==> config.mk <==
export PLATFORM = sky130hd
export DESIGN_NAME = pec15_segment_frame_checker_unit
export DESIGN_NICKNAME = d
export VERILOG_FILES = /design/src/rtl/pec15sfc_pkg.sv /design/src/rtl/pec15_segment_frame_checker_unit.sv
export SDC_FILE = /design/constraint.sdc
export NUM_CORES = 1
export LEC_CHECK = 0
export ABC_AREA = 1
export BUFFER_PORTS_ARGS = -buffer_cell sky130_fd_sc_hd__buf_2
export CAP_MARGIN = 20
export CORE_AREA = 2 2 126 128
export CTS_BUF_LIST = sky130_fd_sc_hd__clkbuf_4 sky130_fd_sc_hd__clkbuf_8
export DETAILED_ROUTE_END_ITERATION = 16
export DIE_AREA = 0 0 128 130
export GPL_TIMING_DRIVEN = 0
export PLACE_DENSITY_LB_ADDON = 0.25
export SYNTH_ARGS = -nofsm -noshare
export SYNTH_HDL_FRONTEND = slang
export SYNTH_SLANG_ARGS = --single-unit
==> constraint.sdc <==
create_clock -name clk -period 5 [get_ports clk]
set_clock_uncertainty 0.2 [all_clocks]
set_input_delay 0.75 -clock clk [delete_from_list [all_inputs] [get_ports clk]]
set_output_delay 0.75 -clock clk [all_outputs]
set_load 0.02 [all_outputs]
==> src/rtl/pec15sfc_pkg.sv <==
// Package for the PEC-15 segment frame checker.
// Holds the segment layout constants, register codes and the bytewise PEC update.
// No dependencies.
package pec15sfc_pkg;

  // Segment layout: six data bytes followed by a two-byte PEC, high byte first.
  localparam int unsigned DATA_LEN = 6;
  localparam int unsigned POS_W = 3;
  localparam logic [POS_W-1:0] POS_PEC_HIGH = 3'(DATA_LEN);
  localparam logic [POS_W-1:0] POS_PEC_LOW = 3'(DATA_LEN + 1);

  // Segment counting and configuration widths.
  localparam int unsigned SEG_CNT_W = 5;
  localparam int unsigned SEG_IDX_W = 4;
  localparam int unsigned WORD_W = 16;

  // Output stream packing: index and three words, padded to whole bytes.
  localparam int unsigned OUT_USED_W = SEG_IDX_W + 3 * WORD_W;
  localparam int unsigned OUT_TDATA_W = ((OUT_USED_W + 7) / 8) * 8;

  // Configuration port.
  localparam int unsigned APB_ADDR_W = 3;
  localparam int unsigned APB_DATA_W = 32;
  localparam logic REG_SEGMENTS_IN_USE = 1'b0;

  // CRC-15 parameters.
  localparam logic [15:0] PEC_SEED = 16'h0010;
  localparam logic [15:0] PEC_POLY = 16'h4599;

  typedef logic [7:0] byte_t;

  // One byte of the CRC-15, MSB first; the table entry is worked bit by bit.
  function automatic logic [15:0] pec_update(input logic [15:0] rem, input byte_t b);
    logic [7:0] idx;
    logic [15:0] r;
    idx = rem[14:7] ^ b;
    r = {1'b0, idx, 7'b0};
    for (int k = 0; k < 8; k++) begin
      if (r[14]) begin
        r = {r[14:0], 1'b0} ^ PEC_POLY;
      end else begin
        r = {r[14:0], 1'b0};
      end
    end
    return {rem[7:0], 8'h00} ^ r;
  endfunction

endpackage

==> src/rtl/pec15_segment_frame_checker_unit.sv <==
// Top level of the PEC-15 segment frame checker: byte stream in, checked words out.
// Depends on pec15sfc_pkg; one APB-style register sets the chained segment count.
// The result is registered and appears in the cycle after the eighth byte of a segment is accepted.
// Throughput: one byte per cycle; the only limit is the single output register,
// which stalls input while it holds a result that has not been taken.
// Reset (rst, synchronous, active high) empties the output register, clears the
// byte and segment counters, seeds the CRC and sets segments_in_use to 1.
module pec15_segment_frame_checker_unit #(
  parameter int unsigned MAX_SEGMENTS = 16
) (
  input  logic                                  clk,
  input  logic                                  rst,
  // Configuration port
  input  logic                                  psel,
  input  logic                                  penable,
  input  logic                                  pwrite,
  input  logic [pec15sfc_pkg::APB_ADDR_W-1:0]   paddr,
  input  logic [pec15sfc_pkg::APB_DATA_W-1:0]   pwdata,
  output logic [pec15sfc_pkg::APB_DATA_W-1:0]   prdata,
  output logic                                  pready,
  // Byte input stream
  input  logic                                  s_axis_tvalid,
  output logic                                  s_axis_tready,
  input  logic [7:0]                            s_axis_tdata,   // [7:0] rx_byte
  input  logic [0:0]                            s_axis_tuser,   // [0] frame_start
  // Result stream
  output logic                                  m_axis_tvalid,
  input  logic                                  m_axis_tready,
  // [3:0] segment_index, [19:4] reg_word0, [35:20] reg_word1, [51:36] reg_word2
  output logic [pec15sfc_pkg::OUT_TDATA_W-1:0]  m_axis_tdata,
  output logic [0:0]                            m_axis_tuser,   // [0] status
  output logic                                  m_axis_tlast    // last_segment
);
  import pec15sfc_pkg::*;

  localparam logic [SEG_CNT_W-1:0] MaxSegs = SEG_CNT_W'(MAX_SEGMENTS);

  // Configuration register
  logic [SEG_CNT_W-1:0] segments_in_use;
  logic                 cfg_write;

  // Frame state
  logic [POS_W-1:0]     byte_position, byte_position_next;
  logic [SEG_CNT_W-1:0] segment_count, segment_count_next;
  logic [15:0]          crc_remainder, crc_remainder_next;
  byte_t                data_bytes [DATA_LEN];
  byte_t                pec_high_byte;

  // Per-byte working values
  logic                 in_accept;
  logic [SEG_CNT_W-1:0] segs;
  logic [POS_W-1:0]     pos_eff;
  logic [SEG_CNT_W-1:0] cnt_eff;
  logic [15:0]          crc_eff;
  logic                 active;
  logic                 emit;
  logic [15:0]          pec;
  logic                 pec_ok;
  logic [OUT_TDATA_W-1:0] result_data;

  // Result register
  logic                   out_valid;
  logic [OUT_TDATA_W-1:0] out_data;
  logic                   out_fail;
  logic                   out_last;

  // APB register access; writes complete in the access cycle.
  assign pready    = 1'b1;
  assign cfg_write = psel && penable && pwrite && pready && (paddr[2] == REG_SEGMENTS_IN_USE);
  assign prdata    = (paddr[2] == REG_SEGMENTS_IN_USE) ?
                     APB_DATA_W'(segments_in_use) : '0;

  always_ff @(posedge clk) begin
    if (rst) begin
      segments_in_use <= SEG_CNT_W'(1);
    end else if (cfg_write) begin
      segments_in_use <= pwdata[SEG_CNT_W-1:0];
    end
  end

  // Effective segment count: zero acts as one, large values clamp.
  always_comb begin
    if (segments_in_use == '0) begin
      segs = SEG_CNT_W'(1);
    end else if (segments_in_use > MaxSegs) begin
      segs = MaxSegs;
    end else begin
      segs = segments_in_use;
    end
  end

  // Input handshake: accept whenever the result register is free or draining.
  assign s_axis_tready = !out_valid || m_axis_tready;
  assign in_accept     = s_axis_tvalid && s_axis_tready;

  // A frame start restarts the counters and the CRC before the byte is used.
  assign pos_eff = s_axis_tuser[0] ? '0 : byte_position;
  assign cnt_eff = s_axis_tuser[0] ? '0 : segment_count;
  assign crc_eff = s_axis_tuser[0] ? PEC_SEED : crc_remainder;
  assign active  = cnt_eff < segs;
  assign emit    = in_accept && active && (pos_eff == POS_PEC_LOW);

  // PEC check on the final byte of a segment.
  assign pec    = {crc_eff[14:0], 1'b0};
  assign pec_ok = (pec[15:8] == pec_high_byte) && (pec[7:0] == s_axis_tdata);

  // Next frame state for the byte on the input.
  always_comb begin
    byte_position_next = pos_eff;
    segment_count_next = cnt_eff;
    crc_remainder_next = crc_eff;
    if (active) begin
      if (pos_eff < POS_PEC_HIGH) begin
        crc_remainder_next = pec_update(crc_eff, s_axis_tdata);
        byte_position_next = pos_eff + POS_W'(1);
      end else if (pos_eff == POS_PEC_HIGH) begin
        byte_position_next = POS_PEC_LOW;
      end else begin
        segment_count_next = cnt_eff + SEG_CNT_W'(1);
        byte_position_next = '0;
        crc_remainder_next = PEC_SEED;
      end
    end
  end

  always_ff @(posedge clk) begin
    if (rst) begin
      byte_position <= '0;
      segment_count <= '0;
      crc_remainder <= PEC_SEED;
    end else if (in_accept) begin
      byte_position <= byte_position_next;
      segment_count <= segment_count_next;
      crc_remainder <= crc_remainder_next;
    end
  end

  // Data byte and PEC high byte capture.
  always_ff @(posedge clk) begin
    if (in_accept && active) begin
      if (pos_eff < POS_PEC_HIGH) begin
        data_bytes[pos_eff] <= s_axis_tdata;
      end else if (pos_eff == POS_PEC_HIGH) begin
        pec_high_byte <= s_axis_tdata;
      end
    end
  end

  // Result packing; failed segments carry zero words.
  always_comb begin
    result_data = '0;
    result_data[SEG_IDX_W-1:0] = cnt_eff[SEG_IDX_W-1:0];
    if (pec_ok) begin
      result_data[OUT_USED_W-1:SEG_IDX_W] = {data_bytes[5], data_bytes[4],
                                             data_bytes[3], data_bytes[2],
                                             data_bytes[1], data_bytes[0]};
    end
  end

  // Output register.
  always_ff @(posedge clk) begin
    if (rst) begin
      out_valid <= 1'b0;
    end else if (emit) begin
      out_valid <= 1'b1;
    end else if (m_axis_tready) begin
      out_valid <= 1'b0;
    end
  end

  always_ff @(posedge clk) begin
    if (emit) begin
      out_data <= result_data;
      out_fail <= !pec_ok;
      out_last <= (cnt_eff + SEG_CNT_W'(1)) == segs;
    end
  end

  assign m_axis_tvalid   = out_valid;
  assign m_axis_tdata    = out_data;
  assign m_axis_tuser[0] = out_fail;
  assign m_axis_tlast    = out_last;

endmodule

==> metrics <==
register area share after synthesis=0.601; post-synth cell types=39; Max VDD drop=0.196 mV; Worst Setup Slack, final=0.461 ns; highest-delay cell along the critical path=nor3_1; Core Area=0.0154 mm2; first-pass GRT wire length=21.7 mm; most used cell along the critical path=inv_1; fraction of layout instances using a drive strength above 1=0.238; CTS tree=yes; Initial Util=0.419; status=complete, no violations; Mean Syn Cell Area=10.2 um2; placed cells=940; Tmin final=4.54 ns; Antenna Violating Nets Remaining=0; DRC Markers=0; WP buf/inv=7; CP peak stage delay=0.83 ns; Syn Inst Count=633; # clock sinks=139; Post-Place Setup Slack=0.0380 ns; vias in the first global route=4,362; Post-CTS Hold Buffers=0; area of the die=0.0166 mm2; WP data required=4.87 ns; max-cap viol count=0; Peak Freq=220 MHz; vias=4,502; RSZ-0062 raised after global routing=false; TritonRoute pass-1 iters=5; Fillers=1,460; IO Port Bufs=82; cell chain of the critical path=buf_2 -> inv_2 -> buf_6 -> buf_2 -> nand2_1 -> inv_1 -> ha_1 -> a21oi_1 -> o21a_1 -> nand2_1 -> nor2_1 -> inv_1 -> nor2_2 -> inv_1 -> nor3_1; synth-to-layout area growth=18.2%; Post-CTS Resized=0; CTS root buf=clkbuf_8; Final GP Congestion=0.883; Overflow after GRT=0; cell family contributing the most delay on the critical path=simple AND/OR/NAND/NOR gates; measured slew at the worst slew-check pin=1.05 ns; initial antenna violation count=0; worst-path maximum fanout=10; wire per inst=13.8 um; pwr/cell area=355 mW/mm2; diodes inserted=0; largest net degree at the start of global routing=49; Iter 0 DRT Violations=274; drt via density=4.63; Synth Register Bits=139; CP endpoint kind=flop; period utilization=0.908; WP data arrival=4.41 ns; detailed-placement wirelength estimate=9.70 mm; H-Tree Depth=4; Placement Rows=46; Worst Setup Start Kind=primary input; WL final=13.4 mm; synthesized area=0.00646 mm2; Top FF cell, synth=edfxtp_1; Setup Viol. Count Final=0; I/O pin cnt=144; Tightest Hold Check Type=flop to flop; CTS max path bufs=2; Final Max Tran Viols=0; Finished Layout Cells=973; Die Y=130 um; worst-skew pair later-pin latency=0.44 ns; WS Path Type=primary input to flop; Post-CTS Setup Bufs=0; Final Hold Fails=0; asr flop ratio synth=0; nets@finish=828; CTS Buf Count=17; Leak Pwr=3.23 nW; overall routing resource usage=0.171; TNS Setup=0 ns; yosys warns=0; EDFF count, synth=110; max_slew headroom=0.294; Reg clk slew, reported paths=0.07 ns; die width=128 um
[layout by cell type, fill, tap and decap left out, types with 19 or more instances in the layout]
cell type  count
clkbuf_8      19
buf_4         33
nand3_1       21
conb_1        32
nor2_1        80
nand2_1       91
inv_1         95
dfxtp_1       29
a21oi_1       39
xor2_1        25
edfxtp_1     110
buf_2         86
[cell type report]
| type | instances | area [um2] | area share |
|---|---|---|---|
| Clock buffer | 21 | 277 | 0.0362 |
| Timing Repair Buffer | 86 | 450 | 0.0589 |
| Buffer | 44 | 297 | 0.0388 |
| Clock inverter | 11 | 96.3 | 0.0126 |
| Tap cell | 192 | 240 | 0.0314 |
| Inverter | 100 | 375 | 0.0491 |
| Multi-Input combinational cell | 380 | 2020 | 0.265 |
| Sequential cell | 139 | 3880 | 0.508 |
[worst min-delay path, cell delays in order, from the launching register on]
cell and delay (ns):
dfxtp_1 0.31, nand2_1 0.06, a21oi_1 0.05
[power by group]
group          total (W)  switching, W  leakage (nW)  internal [W]
logic           0.000558      0.000358          1.89      0.000200
clock network   0.000843      0.000414         0.194      0.000428
registers        0.00132     0.0000291          1.15       0.00129
total            0.00272      0.000801          3.23       0.00191
[logic make-up after synthesis]
logic type,after synthesis,share of synthesized area
simple gates,232,0.158
xor+xnor,40,0.0623
buf+inv,144,0.104
flops,139,0.601
other cells,2,0.00116
fa+ha+maj,9,0.0174
compound gates,67,0.0561
[registers in the layout, summed over array words and instances (netlist names)]
signal / flops
m_axis_tdata: 52
data_bytes: 48
crc_remainder: 15
pec_high_byte: 8
segment_count: 5
segments_in_use: 5
byte_position: 3
m_axis_tlast: 1
m_axis_tuser: 1
m_axis_tvalid: 1
[path summary, 6_finish.rpt]
check | cells past startpoint | startpoint | slack (ns) | end
setup reg to reg | 14 | segments_in_use[3] | 1.04 | data_bytes[5][6]
setup / recovery | 15 | s_axis_tuser | 0.46 | data_bytes[5][6]
hold / removal | 2 | crc_remainder[2] | 0.27 | crc_remainder[2]
hold reg to reg | 2 | crc_remainder[2] | 0.27 | crc_remainder[2]
[cell usage after synthesis, types with 6 or more instances]
master,count,share of area
edfxtp_1,110,0.51
inv_1,96,0.056
nand2_1,91,0.053
nor2_1,80,0.046
a21oi_1,39,0.030
buf_4,32,0.037
dfxtp_1,29,0.090
xor2_1,25,0.034
nand3_1,21,0.016
o21ai_0,17,0.013
nand2_2,10,0.0097
ha_1,9,0.017
nor3_1,8,0.0062
xnor2_1,8,0.011
clkbuf_1,7,0.0041
nand3_2,6,0.0093
xor2_2,6,0.015
[through the flow]
step	cell area [um2]	utilization	hold slack [ns]	power, W
after global routing	7640	0.495	0.302	0.00286
final	7640	0.495	0.268	0.00272
after CTS	7630	0.495	0.271	0.00273
after global placement	7230	0.469	0.251	0.00188
after floorplan	6580	-	0.241	0.00177
after detailed placement	7260	0.471	0.260	0.00189
[routing by layer]
layer,share of wire,global-route usage,up-vias
met5,0,0,-
li1,-,-,2255
met2,0.48,0.289,143
met4,0.015,0.0582,0
met1,0.45,0.217,2086
met3,0.049,0.0410,18
(Power assumes the default switching activity.)
